### config.mk
export PLATFORM = sky130hd
export DESIGN_NAME = deck_serial_status_link
export DESIGN_NICKNAME = d
export VERILOG_FILES = /design/src/design/dsl_pkg.sv /design/src/design/dsl_front.sv /design/src/design/dsl_queue.sv /design/src/design/dsl_back.sv /design/src/design/deck_serial_status_link.sv
export SDC_FILE = /design/constraint.sdc
export NUM_CORES = 1
export LEC_CHECK = 0
export ABC_AREA = 0
export BUFFER_PORTS_ARGS = -buffer_cell sky130_fd_sc_hd__buf_2
export CORE_MARGIN = 5
export CORE_UTILIZATION = 30
export DETAILED_ROUTE_END_ITERATION = 16
export PLACE_DENSITY_LB_ADDON = 0.15
export SKIP_CTS_REPAIR_TIMING = 1
export SYNTH_ARGS = -nofsm -noshare
export SYNTH_HDL_FRONTEND = slang
export SYNTH_SLANG_ARGS = --single-unit
### constraint.sdc
create_clock -name i_clk -period 3.9 [get_ports i_clk]
set_input_delay 0.78 -clock i_clk [delete_from_list [all_inputs] [get_ports i_clk]]
set_output_delay 0.78 -clock i_clk [all_outputs]
set_load 0.1 [all_outputs]
### src/design/dsl_pkg.sv
// ----------------------------------------------------------------------------
// dsl_pkg
// types, codes and constants of the deck serial status link
// ----------------------------------------------------------------------------
package dsl_pkg;

    localparam int FRAME_DEPTH_DEF = 15;
    localparam int QUEUE_DEPTH_DEF = 4;

    localparam logic [1:0] OP_RX_BYTE = 2'd0;
    localparam logic [1:0] OP_TICK    = 2'd1;
    localparam logic [1:0] OP_COMMAND = 2'd2;

    localparam logic [2:0] CMD_PLAY   = 3'd0;
    localparam logic [2:0] CMD_RECORD = 3'd1;
    localparam logic [2:0] CMD_FFWD   = 3'd2;
    localparam logic [2:0] CMD_REWIND = 3'd3;
    localparam logic [2:0] CMD_STOP   = 3'd4;

    localparam logic [2:0] EV_NONE        = 3'd0;
    localparam logic [2:0] EV_STATUS      = 3'd1;
    localparam logic [2:0] EV_ACK         = 3'd2;
    localparam logic [2:0] EV_NACK        = 3'd3;
    localparam logic [2:0] EV_BAD_SUM     = 3'd4;
    localparam logic [2:0] EV_UNSUPPORTED = 3'd5;
    localparam logic [2:0] EV_STALL_RESET = 3'd6;

    localparam int CFG_INDEX_W = 1;
    localparam int CFG_DATA_W  = 16;
    localparam logic [CFG_INDEX_W-1:0] REG_POLL_PERIOD   = 1'b0;
    localparam logic [CFG_INDEX_W-1:0] REG_STALL_TIMEOUT = 1'b1;

    localparam logic [15:0] POLL_PERIOD_RST   = 16'd200;
    localparam logic [15:0] STALL_TIMEOUT_RST = 16'd1000;

    localparam logic [15:0] CODE_STATUS = 16'h7920;
    localparam logic [15:0] CODE_ACK    = 16'h1001;
    localparam logic [15:0] CODE_NACK   = 16'h1112;

    localparam logic [7:0] POLL_B0  = 8'h61;
    localparam logic [7:0] POLL_B1  = 8'h20;
    localparam logic [7:0] POLL_B2  = 8'h09;
    localparam logic [7:0] POLL_SUM = POLL_B0 + POLL_B1 + POLL_B2;
    localparam logic [7:0] CMD_HDR  = 8'h20;

    typedef struct packed {
        logic [1:0] op;
        logic [7:0] rx_byte;
        logic [2:0] command;
    } t_in_item;

    typedef struct packed {
        logic        tx_valid;
        logic [7:0]  tx_byte;
        logic        tx_last;
        logic        command_taken;
        logic [2:0]  event_res;
        logic [7:0]  nack_code;
        logic        online;
        logic [12:0] status_flags;
    } t_out_item;

    // one classified item waiting for the back end
    typedef struct packed {
        logic [2:0]       ntx;
        logic [3:0][7:0]  tx;
        logic             taken;
        logic [2:0]       ev;
        logic [7:0]       nack;
        logic             online;
        logic [12:0]      flags;
    } t_job;

    function automatic logic [7:0] cmd_code(input logic [2:0] cmd);
        logic [7:0] code;
        unique case (cmd)
            CMD_PLAY:   code = 8'h01;
            CMD_RECORD: code = 8'h02;
            CMD_FFWD:   code = 8'h10;
            CMD_REWIND: code = 8'h20;
            default:    code = 8'h00;
        endcase
        return code;
    endfunction

endpackage

### src/design/dsl_front.sv
// ----------------------------------------------------------------------------
// dsl_front
// accepts items, deframes received bytes, runs the timers and builds jobs
// ----------------------------------------------------------------------------
module dsl_front #(
    parameter int FRAME_DEPTH = dsl_pkg::FRAME_DEPTH_DEF
) (
    input  logic                                  i_clk,
    input  logic                                  i_rst_n,
    input  logic                                  i_cfg_wr_en,
    input  logic [dsl_pkg::CFG_INDEX_W-1:0]       i_cfg_index,
    input  logic [dsl_pkg::CFG_DATA_W-1:0]        i_cfg_data,
    input  logic                                  i_in_valid,
    output logic                                  o_in_stall,
    input  dsl_pkg::t_in_item                     i_in_item,
    output logic                                  o_job_push,
    output dsl_pkg::t_job                         o_job,
    input  logic                                  i_q_full
);
    import dsl_pkg::*;

    localparam int IW = $clog2(FRAME_DEPTH);

    logic [7:0]    r_frame [FRAME_DEPTH];
    logic [IW-1:0] r_index, n_index;
    logic [7:0]    r_sum, n_sum;
    logic [4:0]    r_exp_len, n_exp_len;
    logic          r_await, n_await;
    logic          r_online, n_online;
    logic [12:0]   r_flags, n_flags;
    logic [7:0]    r_last_sum, n_last_sum;
    logic [7:0]    r_last_nack, n_last_nack;
    logic [15:0]   r_since_rx, n_since_rx;
    logic [15:0]   r_since_poll, n_since_poll;
    logic [17:0]   r_since_status, n_since_status;
    logic [15:0]   r_poll_period;
    logic [15:0]   r_stall_timeout;

    logic          w_accept;
    logic [7:0]    w_rx;
    logic          w_first;
    logic [4:0]    w_exp;
    logic          w_is_ck;
    logic [IW:0]   w_idx_inc;
    logic          w_idx_wrap;
    logic [7:0]    w_v0, w_v1, w_v2, w_v3, w_v4, w_v10;
    logic [15:0]   w_code;
    logic [12:0]   w_decoded;
    logic [15:0]   w_rx_inc, w_poll_inc;
    logic [17:0]   w_status_inc, w_three;
    logic          w_stall, w_idle_after, w_poll, w_offline, w_idle;
    logic [7:0]    w_cmd8;
    logic [3:0][7:0] w_tx;
    logic [2:0]    w_ntx;
    logic          w_taken;
    logic [2:0]    w_ev;

    assign w_accept   = i_in_valid && !i_q_full;
    assign o_in_stall = i_q_full;
    assign o_job_push = w_accept;

    // frame view after the current byte is written
    assign w_rx    = i_in_item.rx_byte;
    assign w_v0    = (r_index == IW'(0))  ? w_rx : r_frame[0];
    assign w_v1    = (r_index == IW'(1))  ? w_rx : r_frame[1];
    assign w_v2    = (r_index == IW'(2))  ? w_rx : r_frame[2];
    assign w_v3    = (r_index == IW'(3))  ? w_rx : r_frame[3];
    assign w_v4    = (r_index == IW'(4))  ? w_rx : r_frame[4];
    assign w_v10   = (r_index == IW'(10)) ? w_rx : r_frame[10];
    assign w_code  = {w_v0, w_v1};

    assign w_first    = (r_index == '0);
    assign w_exp      = w_first ? ({1'b0, w_rx[3:0]} + 5'd2) : r_exp_len;
    assign w_is_ck    = (5'(r_index) == w_exp);
    assign w_idx_inc  = {1'b0, r_index} + 1'b1;
    assign w_idx_wrap = (w_idx_inc >= (IW+1)'(FRAME_DEPTH));

    assign w_decoded = {w_v10[4], w_v10[5], w_v4[1], w_v4[2], w_v4[4], w_v3[7],
                        w_v2[0], w_v2[5], w_v3[5], w_v3[3], w_v3[2], w_v3[1], w_v3[0]};

    // saturating millisecond counters
    assign w_rx_inc     = (r_since_rx == 16'hFFFF) ? r_since_rx : r_since_rx + 16'd1;
    assign w_poll_inc   = (r_since_poll == 16'hFFFF) ? r_since_poll : r_since_poll + 16'd1;
    assign w_status_inc = (r_since_status == 18'h3FFFF) ? r_since_status
                                                          : r_since_status + 18'd1;
    assign w_three      = {2'b00, r_poll_period} + {1'b0, r_poll_period, 1'b0};

    assign w_idle       = (r_index == '0) && !r_await;
    assign w_stall      = !w_idle && (w_rx_inc > r_stall_timeout);
    assign w_idle_after = w_stall || w_idle;
    assign w_poll       = w_idle_after && (w_poll_inc > r_poll_period);
    assign w_offline    = (w_status_inc > w_three);
    assign w_cmd8       = cmd_code(i_in_item.command);

    always_comb begin
        n_index        = r_index;
        n_sum          = r_sum;
        n_exp_len      = r_exp_len;
        n_await        = r_await;
        n_online       = r_online;
        n_flags        = r_flags;
        n_last_sum     = r_last_sum;
        n_last_nack    = r_last_nack;
        n_since_rx     = r_since_rx;
        n_since_poll   = r_since_poll;
        n_since_status = r_since_status;
        w_tx           = '0;
        w_ntx          = 3'd0;
        w_taken        = 1'b0;
        w_ev           = EV_NONE;
        unique case (i_in_item.op)
            OP_RX_BYTE: begin
                n_since_rx = '0;
                n_await    = 1'b0;
                if (w_first) begin
                    n_exp_len = w_exp;
                end
                if (w_is_ck) begin
                    n_index = '0;
                    if (r_sum != w_rx) begin
                        w_ev = EV_BAD_SUM;
                    end else if (w_code == CODE_STATUS) begin
                        n_online       = 1'b1;
                        n_since_status = '0;
                        if (r_sum != r_last_sum) begin
                            n_last_sum = r_sum;
                            n_flags    = w_decoded;
                            w_ev       = EV_STATUS;
                        end
                    end else if (w_code == CODE_ACK) begin
                        w_ev = EV_ACK;
                    end else if (w_code == CODE_NACK) begin
                        n_last_nack = w_v2;
                        w_ev        = EV_NACK;
                    end else begin
                        w_ev = EV_UNSUPPORTED;
                    end
                end else begin
                    n_sum   = (w_first ? 8'h00 : r_sum) + w_rx;
                    n_index = w_idx_wrap ? '0 : w_idx_inc[IW-1:0];
                end
            end
            OP_TICK: begin
                n_since_rx     = w_rx_inc;
                n_since_poll   = w_poll_inc;
                n_since_status = w_status_inc;
                if (w_stall) begin
                    n_index = '0;
                    n_await = 1'b0;
                    w_ev    = EV_STALL_RESET;
                end
                if (w_poll) begin
                    w_tx         = {POLL_SUM, POLL_B2, POLL_B1, POLL_B0};
                    w_ntx        = 3'd4;
                    n_since_poll = '0;
                    n_await      = 1'b1;
                end
                if (w_offline) begin
                    n_online = 1'b0;
                end
            end
            OP_COMMAND: begin
                if ((i_in_item.command <= CMD_STOP) && w_idle) begin
                    w_tx    = {8'h00, CMD_HDR + w_cmd8, w_cmd8, CMD_HDR};
                    w_ntx   = 3'd3;
                    n_await = 1'b1;
                    w_taken = 1'b1;
                end
            end
            default: begin
            end
        endcase
    end

    always_comb begin
        o_job.ntx    = w_ntx;
        o_job.tx     = w_tx;
        o_job.taken  = w_taken;
        o_job.ev     = w_ev;
        o_job.nack   = n_last_nack;
        o_job.online = n_online;
        o_job.flags  = n_flags;
    end

    always_ff @(posedge i_clk) begin
        if (!i_rst_n) begin
            for (int i = 0; i < FRAME_DEPTH; i++) begin
                r_frame[i] <= 8'h00;
            end
            r_index         <= '0;
            r_sum           <= '0;
            r_exp_len       <= '0;
            r_await         <= 1'b0;
            r_online        <= 1'b0;
            r_flags         <= '0;
            r_last_sum      <= '0;
            r_last_nack     <= '0;
            r_since_rx      <= '0;
            r_since_poll    <= '0;
            r_since_status  <= '0;
            r_poll_period   <= POLL_PERIOD_RST;
            r_stall_timeout <= STALL_TIMEOUT_RST;
        end else begin
            if (i_cfg_wr_en) begin
                if (i_cfg_index == REG_POLL_PERIOD) begin
                    r_poll_period <= i_cfg_data;
                end
                if (i_cfg_index == REG_STALL_TIMEOUT) begin
                    r_stall_timeout <= i_cfg_data;
                end
            end
            if (w_accept) begin
                if (i_in_item.op == OP_RX_BYTE) begin
                    r_frame[r_index] <= w_rx;
                end
                r_index        <= n_index;
                r_sum          <= n_sum;
                r_exp_len      <= n_exp_len;
                r_await        <= n_await;
                r_online       <= n_online;
                r_flags        <= n_flags;
                r_last_sum     <= n_last_sum;
                r_last_nack    <= n_last_nack;
                r_since_rx     <= n_since_rx;
                r_since_poll   <= n_since_poll;
                r_since_status <= n_since_status;
            end
        end
    end

endmodule

### src/design/dsl_queue.sv
// ----------------------------------------------------------------------------
// dsl_queue
// short job queue between the front and back ends
// ----------------------------------------------------------------------------
module dsl_queue #(
    parameter int DEPTH = dsl_pkg::QUEUE_DEPTH_DEF
) (
    input  logic            i_clk,
    input  logic            i_rst_n,
    input  logic            i_push,
    input  dsl_pkg::t_job   i_data,
    output logic            o_full,
    input  logic            i_pop,
    output logic            o_empty,
    output dsl_pkg::t_job   o_head
);
    import dsl_pkg::*;

    localparam int PW = $clog2(DEPTH);

    t_job          r_mem [DEPTH];
    logic [PW-1:0] r_wr, r_rd;
    logic [PW:0]   r_count;

    assign o_full  = (r_count == (PW+1)'(DEPTH));
    assign o_empty = (r_count == '0);
    assign o_head  = r_mem[r_rd];

    always_ff @(posedge i_clk) begin
        if (i_push) begin
            r_mem[r_wr] <= i_data;
        end
    end

    always_ff @(posedge i_clk) begin
        if (!i_rst_n) begin
            r_wr    <= '0;
            r_rd    <= '0;
            r_count <= '0;
        end else begin
            if (i_push) begin
                r_wr <= (r_wr == PW'(DEPTH - 1)) ? '0 : r_wr + 1'b1;
            end
            if (i_pop) begin
                r_rd <= (r_rd == PW'(DEPTH - 1)) ? '0 : r_rd + 1'b1;
            end
            unique case ({i_push, i_pop})
                2'b10:   r_count <= r_count + 1'b1;
                2'b01:   r_count <= r_count - 1'b1;
                default: r_count <= r_count;
            endcase
        end
    end

endmodule

### src/design/dsl_back.sv
// ----------------------------------------------------------------------------
// dsl_back
// expands each job into its result items through an output register
// ----------------------------------------------------------------------------
module dsl_back (
    input  logic                i_clk,
    input  logic                i_rst_n,
    input  logic                i_job_valid,
    input  dsl_pkg::t_job       i_job,
    output logic                o_pop,
    output logic                o_out_valid,
    input  logic                i_out_stall,
    output dsl_pkg::t_out_item  o_out_item
);
    import dsl_pkg::*;

    logic       r_out_valid;
    t_out_item  r_out, n_out;
    logic [1:0] r_k;
    logic       w_free, w_load, w_last;
    logic [2:0] w_n;

    assign w_free = !r_out_valid || !i_out_stall;
    assign w_load = i_job_valid && w_free;
    assign w_n    = (i_job.ntx == 3'd0) ? 3'd1 : i_job.ntx;
    assign w_last = ((3'(r_k) + 3'd1) == w_n);
    assign o_pop  = w_load && w_last;

    always_comb begin
        n_out.tx_valid      = (i_job.ntx != 3'd0);
        n_out.tx_byte       = n_out.tx_valid ? i_job.tx[r_k] : 8'h00;
        n_out.tx_last       = w_last;
        n_out.command_taken = i_job.taken;
        n_out.event_res     = i_job.ev;
        n_out.nack_code     = i_job.nack;
        n_out.online        = i_job.online;
        n_out.status_flags  = i_job.flags;
    end

    always_ff @(posedge i_clk) begin
        if (w_load) begin
            r_out <= n_out;
        end
    end

    always_ff @(posedge i_clk) begin
        if (!i_rst_n) begin
            r_out_valid <= 1'b0;
            r_k         <= '0;
        end else begin
            if (w_free) begin
                r_out_valid <= i_job_valid;
            end
            if (w_load) begin
                r_k <= w_last ? 2'd0 : r_k + 2'd1;
            end
        end
    end

    assign o_out_valid = r_out_valid;
    assign o_out_item  = r_out;

endmodule

### src/design/deck_serial_status_link.sv
// ----------------------------------------------------------------------------
// deck_serial_status_link
// controller side of a serial deck-control link with status polling
// ----------------------------------------------------------------------------
// input channel (i_in_valid / o_in_stall) carries one item: a received byte,
// a millisecond tick or a transport command request. every item yields one
// result item, or three or four when it sends a frame (command or status
// poll); one result per byte to send, tx_last marks the final one.
// output channel (o_out_valid / i_out_stall) delivers results from a
// register; an accepted item is written into the job queue, its first
// result is loaded from the queue head into that register, and further
// results follow one per cycle while i_out_stall is low. an item is
// accepted every cycle while the job queue has room; the single result
// port sets the sustained rate, as each item holds it for all its results.
// a stalled receiver holds the current result; the queue fills and
// o_in_stall rises once QUEUE_DEPTH jobs wait.
// synchronous reset clears the frame state, timers, flags and queue and
// loads poll period 200 ms and stall timeout 1000 ms; no clearing pass.
// configuration writes through i_cfg_wr_en take effect at once.
// ----------------------------------------------------------------------------
module deck_serial_status_link #(
    parameter int FRAME_DEPTH = dsl_pkg::FRAME_DEPTH_DEF,
    parameter int QUEUE_DEPTH = dsl_pkg::QUEUE_DEPTH_DEF
) (
    input  logic                              i_clk,
    input  logic                              i_rst_n,
    input  logic                              i_cfg_wr_en,
    input  logic [dsl_pkg::CFG_INDEX_W-1:0]   i_cfg_index,
    input  logic [dsl_pkg::CFG_DATA_W-1:0]    i_cfg_data,
    input  logic                              i_in_valid,
    output logic                              o_in_stall,
    input  dsl_pkg::t_in_item                 i_in_item,
    output logic                              o_out_valid,
    input  logic                              i_out_stall,
    output dsl_pkg::t_out_item                o_out_item
);
    import dsl_pkg::*;

    logic  w_push, w_full, w_pop, w_empty;
    t_job  w_job_in, w_job_head;

    dsl_front #(
        .FRAME_DEPTH (FRAME_DEPTH)
    ) u_front (
        .i_clk       (i_clk),
        .i_rst_n     (i_rst_n),
        .i_cfg_wr_en (i_cfg_wr_en),
        .i_cfg_index (i_cfg_index),
        .i_cfg_data  (i_cfg_data),
        .i_in_valid  (i_in_valid),
        .o_in_stall  (o_in_stall),
        .i_in_item   (i_in_item),
        .o_job_push  (w_push),
        .o_job       (w_job_in),
        .i_q_full    (w_full)
    );

    dsl_queue #(
        .DEPTH (QUEUE_DEPTH)
    ) u_queue (
        .i_clk   (i_clk),
        .i_rst_n (i_rst_n),
        .i_push  (w_push),
        .i_data  (w_job_in),
        .o_full  (w_full),
        .i_pop   (w_pop),
        .o_empty (w_empty),
        .o_head  (w_job_head)
    );

    dsl_back u_back (
        .i_clk       (i_clk),
        .i_rst_n     (i_rst_n),
        .i_job_valid (!w_empty),
        .i_job       (w_job_head),
        .o_pop       (w_pop),
        .o_out_valid (o_out_valid),
        .i_out_stall (i_out_stall),
        .o_out_item  (o_out_item)
    );

endmodule

* After elaboration in Yosys (flattened, before gate mapping) *
Memories as Yosys holds them, arrays and structs flattened. A register that Yosys moved wholly into a read port is not among the register bits.
Cells that the tools add are included.

word-level totals
  flip-flop bits (word level) = 176
  RAM bits = 364
  input bits = 35
  output and inout bits = 38
  word-level logic and storage cells = 194
  memories = 2

operators by class
  add/subtract/negate cells = 14
  order comparisons = 6
  equal/unequal tests = 31
  mux-type cells = 77
  bitwise gates (word level) = 3
  reduce and logical (&&, ||, !) cells = 35

memory list
  name             depth  width  read ports  clocked after Yosys merged registers in  write ports  line             text
  u_queue.r_mem    4      61     1           1                                        1            dsl_queue.sv:21  t_job r_mem [DEPTH];
  u_front.r_frame  15     8      6           0                                        15           dsl_front.sv:24  logic [7:0] r_frame [FRAME_DEPTH];

operators by type and width
  operator                                                                  number
  8-bit 2-to-1 mux                                                          13
  18-bit 2-to-1 mux                                                         4
  13-bit 2-to-1 mux                                                         5
  32-bit one-hot mux with 2 select lines                                    1
  16-bit 2-to-1 mux                                                         3
  18-bit one-hot mux with 2 select lines                                    1
  16-bit by 1-bit adder with 16-bit output (second input constant)          2
  16-bit by 13-bit equality test with 1-bit output (second input constant)  2
  16-bit equality test (second input constant)                              2
  16-bit greater-than comparator                                            2
  32-bit 2-to-1 mux                                                         1
  16-bit one-hot mux with 2 select lines                                    1
  24-bit 2-to-1 mux                                                         1
  3-bit 2-to-1 mux                                                          8
  6-bit one-hot mux with 4 select lines                                     1
  16-bit by 17-bit adder with 18-bit output                                 1
  18-bit by 1-bit adder with 18-bit output (second input constant)          1
  18-bit equality test (second input constant)                              1
  18-bit greater-than comparator                                            1
  1-bit 2-to-1 mux                                                          18
  3-bit one-hot mux with 2 select lines                                     3
  8-bit binary-select mux with 2-bit select                                 1
  16-bit by 15-bit equality test with 1-bit output (second input constant)  1
  4-bit 2-to-1 mux                                                          4
  47 further kinds                                                          88

* Depth between registers and ports, before layout *
Gate-level depths: netlist (run 1).

  depth after elaboration = 9
  mapped depth = 17
  depth with buffers taken out = 17

* Modules after synthesis *
Synthesis (run 1) repeated with hierarchy kept, for this count alone.

unflattened totals
  cells, all modules = 1804
  area, all modules = 22323.9 µm²

by module, submodules not included
  module                   times used  cells each  area an instance (µm²)  seq. area each (µm²)
  dsl_front                1           1354        11408.4                 3653.5
  dsl_queue                1           366         9334.0                  7507.2
  dsl_back                 1           83          1577.8                  1141.1
  deck_serial_status_link  1           1           3.8                     0.0

* Worst setup path after synthesis (run 1) *
No wires, ideal clock.

  kind = reg2reg
  from = register u_queue.r_count[0]
  to = register u_queue.r_count[2]
  library setup time = 70 ps
  arrival time = 4860 ps
  data required time = 3830 ps
  setup slack = -1030 ps
  stages on the path, launching flop included = 11
  path buffers = 1
  period minus slack after synthesis = 4930 ps
  cell sequence = dfxtp_1 nor3b_1 nor2_1 inv_1 buf_1 ha_1 inv_1 fa_1 xor2_1 or3_1 a21oi_1

between the ends
  elaborated cells on any way between the ends = 13
  those cells by class = 2 x add/sub; 3 x eq/ne; 1 x mux; 7 x reduce/logical

RTL lines
  element                                                                                line                           text
  start, declared                                                                        dsl_queue.sv:23                logic [PW:0] r_count;
  start signal, assigned                                                                 dsl_queue.sv:48                2'b10: r_count <= r_count + 1'b1;
  start signal, assigned                                                                 dsl_queue.sv:49                2'b01: r_count <= r_count - 1'b1;
  start signal, assigned                                                                 dsl_queue.sv:50                default: r_count <= r_count;
  3-bit equality test (*)                                                                dsl_queue.sv:25                assign o_full = (r_count == (PW+1)'(DEPTH));
  via o_in_stall                                                                         deck_serial_status_link.sv:31  output logic o_in_stall,
  1-bit logical NOT (*)                                                                  dsl_front.sv:58                assign w_accept = i_in_valid && !i_q_full;
  1-bit logical AND (*)                                                                  dsl_front.sv:58
  2-bit by 1-bit equality test with 1-bit output or 2-bit equality test (tied branches)  dsl_queue.sv:47                unique case ({i_push, i_pop})
  3-bit one-hot mux with 2 select lines or 2-bit nonzero test (tied branches)            -

The timed path passes the listed nets; every way through them passes the cells marked *.
A chain may end at the register's enable or synchronous reset.

* Final worst setup path (run 1) *
  from = register u_front.r_since_rx[5]
  to = register u_front.r_index[1]

between the ends
  cells in the longest elaborated chain, start to end = 6
  elaborated cells on any way between the ends = 7
  those cells by class = 1 x add/sub; 1 x order compare; 2 x eq/ne; 1 x mux; 2 x reduce/logical

ends and longest elaborated chain
  element                                                                           line              text
  start, declared                                                                   dsl_front.sv:33   logic [15:0] r_since_rx, n_since_rx;
  start signal, assigned                                                            dsl_front.sv:224  r_since_rx <= n_since_rx;
  16-bit by 1-bit adder with 16-bit output or 16-bit equality test (tied branches)  dsl_front.sv:82   assign w_rx_inc = (r_since_rx == 16'hFFFF) ? r_since_rx : r_since_rx + 16'd1;
  16-bit 2-to-1 mux (*)                                                             dsl_front.sv:82
  16-bit greater-than comparator (*)                                                dsl_front.sv:89   assign w_stall = !w_idle && (w_rx_inc > r_stall_timeout);
  1-bit logical AND (*)                                                             dsl_front.sv:89
  2-bit by 1-bit inequality test with 1-bit output (no source line) (*)             -
  3-bit AND reduction (no source line) (*)                                          -
  end signal, assigned                                                              dsl_front.sv:216  r_index <= n_index;
  end, declared                                                                     dsl_front.sv:25   logic [IW-1:0] r_index, n_index;

Every way passes the cells marked *; elsewhere a longest branch is shown, timed or not.

==> summary.txt, run 1 <==
GRT Util Overall: 14.0%
Slew @ Worst Pin: 1.10 ns
Reg2reg end: u_front.r_index[1]$_SDFFE_PN0P_
Post-Synthesis Cell Area: 17800 µm²
Async S/R FF share, synth: 0%
Share of cells above drive strength 1: 20.0%
CP endpoint kind: register
CP max FO: 5
Maximum VDD drop: 0.000648 V
CP Cell Sequence: and4_4 -> and4_4 -> nand2_4 -> nor3_4 -> mux2_4 -> ha_4 -> nor2b_1 -> o211ai_1 -> a2111o_1 -> a31oi_1 -> buf_4 -> a21oi_2 -> or4b_2 -> a21oi_1
Initial core utilization: 30.2%
Register area share after synthesis: 51.4%
Fmax: 0.265 GHz
Clk buf depth: 3
Final hold vios: 0
Rel. slew slack: 26.7%
Via-to-Cell Ratio: 4.96
CTS buffer count: 43
Combinational power share: 25.9%
PwrDens: 556 nW/µm²
Switching pwr: 4170 µW
Die height: 254 µm
Min Tclk post-route: 3.77 ns
Number of synthesized register bits: 352
Worst Path Buf+Inv: 1
Cell area after placement: 19400 µm²
Global routing usage on met2: 22.9%
Max incr delay on CP: 0.64 ns
Worst-path clk slew: 0.06 ns
Rows: 89
Status: complete, no violations
WP data required: 4.41 ns
CP Launch Point: u_front.r_since_rx[5]$_SDFFE_PN0P_
Number of synthesized flops with an enable pin: 210
Internal: 7650 µW
Sink Count: 352
Vias post-DR: 12.7k
Final wirelength: 46200 µm
Clock Latency Late Sink: 0.59 ns
Syn_nets: 1776
Number of buffers added on ports: 71
Power share of the clock group: 35.8%
CP endpoint: u_front.r_index[1]$_SDFFE_PN0P_
Initial DRT Pass Iterations: 5
Post-route DRC: 0
DRT iter0 DRCs: 708
Post-synth cell types: 77
Delay-heaviest family, CP: simple AND/OR/NAND/NOR gates
Worst Hold Depth: 3
Synth top area share: 35.4%
Die W: 254 µm
HP Class: in -> reg
Core ar.: 58900 µm²
Slew Limit Fails: 0
Switching share of power: 35.3%
Global route hottest layer: met2
Total grt overflow: 0
Top cell type by total area after synthesis: edfxtp_1
Hold WS: 0.444 ns
Crit-path slowest cell: or4b_2
Final Core Density: 36.1%
Synth Area per Inst: 10.8 µm²
Post-Layout Inst Area: 21300 µm²
Area Growth Syn to Fin: 19.5%
Post-DP HPWL: 31700 µm
DIE AREA: 64300 µm²
Leakage: 0.00808 µW
R2R Path Start: u_front.r_since_rx[5]$_SDFFE_PN0P_
Startpoint Class: register
CTS tree: done
Clk_skew: 0.0285 ns
Worst path depth: 14
Cell count after synthesis: 1644
Initial antenna violation count: 3
Count leader, synth: edfxtp_1
Critical path type: reg -> reg
Crit path DAT: 4.28 ns
Setup violations, final: 0
MaxCap Viol Count: 0
Most used cell along the critical path: and4_4
Yosys warning total: 0
Largest net degree at the start of global routing: 49
I/O Pins: 73
ANT nets after route: 0
Ys flop type: edfxtp_1
Sequential power share: 38.4%
Top cells by area, synth: edfxtp_1, dfxtp_1, ha_1
Global-route wire length before repair: 71300 µm
CTS root buf: clkbuf_16
Fin worst setup slack: 0.125 ns
M3 GR Usage: 2.69%
Setup slack, reg-to-reg: 0.13 ns
Final critical-path share of the clock period: 96.8%
H-tree depth: 2
Met1 usage: 19.0%
Pre-CTS setup slack: -0.0171 ns
Vias in the first global route: 12.6k
Post-synth top cells: edfxtp_1, nand2_1, dfxtp_1
DR WL/cell: 18.0 µm
Gpl congestion: 0.776
Final #Nets: 1890
Worst r2r path cells: 14
[cells in the final DEF, fill, tap and decap left out, types with 16 or more instances in the layout]
cell | synthesis | final
nand2_1 | 189 | 187
inv_1 | 64 | 63
a21oi_1 | 124 | 119
and2_1 | 44 | 40
xor2_1 | 32 | 32
dfxtp_1 | 142 | 130
nand3_1 | 54 | 51
xnor2_1 | 43 | 43
mux2_2 | 24 | 23
buf_2 | 9 | 72
o21ai_0 | 62 | 60
ha_1 | 94 | 89
nand4_1 | 25 | 25
nor2_1 | 94 | 89
edfxtp_1 | 210 | 210
clkbuf_16 | 0 | 45
nor3_1 | 62 | 58
buf_4 | 1 | 73
mux4_2 | 35 | 35
mux2i_1 | 20 | 20
a21o_1 | 16 | 16
[worst register-to-register path, delay by kind of cell, from the launching register on]
family                     cells  cell delay (ns)
buffers and inverters          1             0.17
and+or+nand+nor                6             1.65
muxes                          1             0.34
adders and majority gates      1             0.27
DFF                            1             0.33
AOI/OAI and AO/OA              5             0.92
[state kept, by name, summed over array words and instances (netlist names), named ones only]
| signal | count |
|---|---|
| u_front.r_frame | 35 |
| u_front.r_await | 1 |
| u_back.r_k | 2 |
| u_front.r_since_status | 18 |
| u_front.r_since_poll | 16 |
| u_front.r_sum | 8 |
| u_front.r_last_nack | 8 |
| u_queue.r_rd | 2 |
| u_front.r_since_rx | 16 |
| u_queue.r_mem | 140 |
| u_queue.r_count | 3 |
| u_front.r_stall_timeout | 16 |
| u_front.r_index | 4 |
| u_front.r_online | 1 |
| u_back.o_out_item | 35 |
| u_back.o_out_valid | 1 |
| u_front.r_exp_len | 5 |
| u_front.r_flags | 13 |
| u_front.r_last_sum | 8 |
| u_front.r_poll_period | 16 |
| u_queue.r_wr | 2 |
[cell families after synthesis]
family | Yosys count | synth area share, %
AO/OA/AOI/OAI | 314 | 11.1
XOR/XNOR | 75 | 3.69
buffers and inverters | 147 | 3.23
multiplexers | 88 | 7.81
AND/OR/NAND/NOR | 570 | 15.8
flip-flops | 352 | 51.4
adder cells (fa/ha/maj) | 97 | 6.95
other | 1 | 0.0211
[metrics by stage]
| step | cells | power (µW) | TNS, ns |
|---|---|---|---|
| 4_1_cts | 2560 | 12000 | -0.191 |
| 3_3_place_gp | 2480 | 7690 | 0 |
| 3_5_place_dp | 2480 | 7720 | -0.0296 |
| 6_report | 2568 | 11800 | 0 |
| 5_1_grt | 2566 | 12300 | -0.174 |
| 2_1_floorplan | 1644 | 7060 | 0 |
[per-layer routing]
| layer | share of wire [%] | vias to the layer above |
|---|---|---|
| met1 | 48 | 6166 |
| met2 | 46 | 209 |
| li1 | - | 6298 |
| met4 | 2.5 | 2 |
| met3 | 4.0 | 72 |
| met5 | 0.028 | - |
[power by group through the flow]
stage / sequential [µW] / clock, µW / combinational, µW
global route: 4580 / 4510 / 3250
CTS: 4540 / 4360 / 3100
detailed placement: 4620 / 0 / 3100
global placement: 4610 / 0 / 3080
finish: 4530 / 4230 / 3060
floorplan: 6030 / 0 / 1040
[area by class of cell]
| type | count | area (µm²) |
|---|---|---|
| fill | 5758 | 37600 |
| clock buffer | 58 | 1260 |
| timing repair buffer | 150 | 991 |
| antenna | 2 | 5.00 |
| inverter | 66 | 249 |
| tap | 773 | 967 |
| clock inverter | 22 | 267 |
| sequential | 352 | 9170 |
| multi-input combinational | 1145 | 8360 |
[how the worst min path moves through the flow]
stage | startpoint | end | slack, ns
3_3_place_gp | u_front.r_stall_timeout[10]$_SDFFE_PN0P_ | u_front.r_stall_timeout[10]$_SDFFE_PN0P_ | 0.45
6_report | i_cfg_data[3] | u_front.r_stall_timeout[3]$_SDFFE_PN1P_ | 0.44
5_1_grt | i_cfg_data[8] | u_front.r_poll_period[8]$_SDFFE_PN0P_ | 0.43
4_1_cts | i_cfg_data[3] | u_front.r_stall_timeout[3]$_SDFFE_PN1P_ | 0.41
2_1_floorplan | u_front.r_stall_timeout[10]$_SDFFE_PN0P_ | u_front.r_stall_timeout[10]$_SDFFE_PN0P_ | 0.44
3_5_place_dp | u_front.r_stall_timeout[14]$_SDFFE_PN0P_ | u_front.r_stall_timeout[14]$_SDFFE_PN0P_ | 0.45
Power figures use the tool's default switching activity.
==> run 2, diff against run 1 <==
Clock period 3.9 ns to 3.3 ns, I/O delays scaled along.
==> run 2 against run 1 <==
The run now ends with negative setup slack left; cell count rose by 6.3%; clock power up 3%; routed wire length rose by 3.2%; global-route usage increased by 0.29 points; sequential power increased by 18%; via count up 4.8%; critical endpoint is now u_front.r_since_poll[7]$_SDFFE_PN0P_; critical path depth increased by 5.
==> summary.txt, run 2 (same netlist as run 1, synthesis figures left out) <==
DRT iter0 DRCs: 677 (was 708)
Leakage: 0.00890 µW (was 0.00808 µW)
Delay-heaviest family, CP: simple AND/OR/NAND/NOR gates (unchanged)
Number of buffers added on ports: 71 (unchanged)
Crit-path slowest cell: nor4_4 (was or4b_2)
Pre-CTS setup slack: -0.586 ns (was -0.0171 ns)
Core ar.: 58900 µm² (unchanged)
Min Tclk post-route: 3.61 ns (was 3.77 ns)
DIE AREA: 64300 µm² (unchanged)
Final #Nets: 2058 (was 1890)
Endpoint, Worst Hold: u_front.r_stall_timeout[9]$_SDFFE_PN1P_ (was u_front.r_stall_timeout[3]$_SDFFE_PN1P_)
WP data required: 3.74 ns (was 4.41 ns)
Global routing usage on met2: 23.2% (was 22.9%)
Area Growth Syn to Fin: 28.3% (was 19.5%)
Number of flip-flops in the largest register: 140 (unchanged)
Share of cells above drive strength 1: 30.0% (was 20.0%)
Die W: 254 µm (unchanged)
Final wirelength: 47600 µm (was 46200 µm)
Reg2reg end: u_front.r_since_poll[7]$_SDFFE_PN0P_ (was u_front.r_index[1]$_SDFFE_PN0P_)
ANT nets after route: 0 (unchanged)
Crit path DAT: 4.05 ns (was 4.28 ns)
CTS root buf: clkbuf_16 (unchanged)
RSZ-0062 raised after global routing: yes
Status: finished, violations left (was complete, no violations)
GRT Util Overall: 14.3% (was 14.0%)
CP max FO: 5 (unchanged)
Max incr delay on CP: 0.34 ns (was 0.64 ns)
Global route hottest layer: met2 (unchanged)
Met1 usage: 19.9% (was 19.0%)
Clk_skew: 0.0209 ns (was 0.0285 ns)
Initial antenna violation count: 4 (was 3)
Slew Limit Fails: 0 (unchanged)
Commonest cells after routing, fill and taps aside: buf_4, edfxtp_1, nand2_1, dfxtp_1, a21oi_1 (was edfxtp_1, nand2_1, dfxtp_1, a21oi_1)
Critical path type: reg -> reg (unchanged)
Vias in the first global route: 13.0k (was 12.6k)
Rel. slew slack: 46.6% (was 26.7%)
Failing checks: negative setup slack
Global-route wire length before repair: 73400 µm (was 71300 µm)
Initial DRT Pass Iterations: 5 (unchanged)
H-tree depth: 2 (unchanged)
Via-to-Cell Ratio: 4.89 (was 4.96)
Die height: 254 µm (unchanged)
Worst r2r path cells: 19 (was 14)
Clk buf depth: 3 (unchanged)
Total grt overflow: 0 (unchanged)
Most flops, register: u_queue.r_mem (unchanged)
Commonest non-fill, non-tap cell in the layout: buf_4 (was edfxtp_1)
Fmax: 0.277 GHz (was 0.265 GHz)
CP endpoint kind: register (unchanged)
CTS tree: done (unchanged)
PwrDens: 593 nW/µm² (was 556 nW/µm²)
DR WL/cell: 17.4 µm (was 18.0 µm)
CP Cell Sequence: and4_4 -> nand4_1 -> buf_6 -> nor4_4 -> nor2_2 -> nand4_1 -> xnor2_1 -> ha_1 -> nand3_2 -> nor4_2 -> buf_4 -> a21boi_2 -> nand4b_1 -> o211ai_1 -> buf_4 -> buf_8 -> buf_6 -> a21oi_4 -> o32ai_2 (was and4_4 -> and4_4 -> nand2_4 -> nor3_4 -> mux2_4 -> ha_4 -> nor2b_1 -> o211ai_1 -> a2111o_1 -> a31oi_1 -> buf_4 -> a21oi_2 -> or4b_2 -> a21oi_1)
Final hold vios: 0 (unchanged)
Slew @ Worst Pin: 0.801 ns (was 1.10 ns)
Maximum VDD drop: 0.000707 V (was 0.000648 V)
Clock Latency Late Sink: 0.57 ns (was 0.59 ns)
M3 GR Usage: 2.43% (was 2.69%)
Worst hold start: i_cfg_data[9] (was i_cfg_data[3])
HP Class: in -> reg (unchanged)
Sink Count: 352 (unchanged)
Fin worst setup slack: -0.306 ns (was 0.125 ns)
Placed Cells: 2632 (was 2480)
Worst-path clk slew: 0.06 ns (about the same)
Setup slack, reg-to-reg: -0.31 ns (was 0.13 ns)
Vias post-DR: 13.4k (was 12.7k)
Startpoint Class: register (unchanged)
Initial core utilization: 30.2% (unchanged)
Largest net degree at the start of global routing: 58 (was 49)
Final critical-path share of the clock period: 109% (was 96.8%)
Fin cells: 2731 (was 2568)
Hold WS: 0.348 ns (was 0.444 ns)
R2R Path Start: u_front.r_since_poll[4]$_SDFFE_PN0P_ (was u_front.r_since_rx[5]$_SDFFE_PN0P_)
Post-route DRC: 0 (unchanged)
Rows: 89 (unchanged)
Post-DP HPWL: 33500 µm (was 31700 µm)
Gpl congestion: 0.801 (was 0.776)
Worst Hold Depth: 3 (unchanged)
Worst Path Buf+Inv: 5 (was 1)
I/O Pins: 73 (unchanged)
MaxCap Viol Count: 0 (unchanged)
CTS buffer count: 41 (was 43)
Setup violations, final: 41 (was 0)
==> run 2: cell count changes in the layout (fill, tap and decap cells not counted), sizes merged <==
| cell | change |
|---|---|
| clkinv | +1 |
| bufinv | -2 |
| clkinvlp | +2 |
| clkbuf | -7 |
| buf | +169 |
==> run 2: tightest hold or removal path, stage by stage <==
cell      delay [ns]
buf_2           0.09
nand2_1         0.04
o211ai_1        0.07
==> run 2: worst max path at each step <==
stage	start	to	slack [ns]	cells after the start
6_report	u_front.r_since_poll[4]$_SDFFE_PN0P_	u_front.r_since_poll[7]$_SDFFE_PN0P_	-0.31	19
5_1_grt	u_front.r_since_poll[4]$_SDFFE_PN0P_	u_queue.r_mem[0][42]$_DFFE_PP_	-0.53	17
4_1_cts	u_front.r_since_rx[5]$_SDFFE_PN0P_	u_front.r_since_poll[7]$_SDFFE_PN0P_	-0.59	15
3_5_place_dp	u_front.r_since_rx[5]$_SDFFE_PN0P_	u_front.r_since_poll[4]$_SDFFE_PN0P_	-0.59	15
3_3_place_gp	u_front.r_poll_period[0]$_SDFFE_PN0P_	u_queue.r_mem[0][13]$_DFFE_PP_	-0.42	18
2_1_floorplan	u_front.r_since_rx[8]$_SDFFE_PN0P_	u_front.r_index[1]$_SDFFE_PN0P_	-0.14	14
==> run 2: power by group <==
part	leakage [µW]	internal [µW]	switching [µW]	total, µW
Sequential	0.00330	5200	158	5360
Clock	0.000626	2490	1880	4370
Combinational	0.00498	930	2870	3800
==> run 2: cell type report <==
class / count / area, µm²
clock buffers: 50 / 1070
multi-input cells: 1145 / 8770
inverters: 66 / 249
clock inverters: 23 / 221
well taps: 773 / 967
flip-flops and latches: 352 / 9170
diodes: 2 / 5.00
fillers: 5703 / 36100
repair buffers: 320 / 2370
==> run 2: metrics by stage <==
step                      power (µW)  instance area [µm²]  utilization, %  setup TNS (ns)
after CTS                      13700                22000            37.3          -20.55
final                          13500                22800            38.7           -8.88
after global routing           14100                22800            38.7          -17.72
after global placement          9210                20700            35.1          -15.21
after floorplan                 8360                17900               -           -1.48
after detailed placement        9240                20700            35.1          -20.20
==> run 2: routing by layer <==
metal | vias to the layer above | wire [µm] | share of wire [%]
met3 | 64 | 1860 | 3.9
li1 | 6630 | - | -
met1 | 6478 | 22700 | 48
met5 | - | 27 | 0.057
met2 | 182 | 22100 | 46
met4 | 4 | 1000 | 2.1
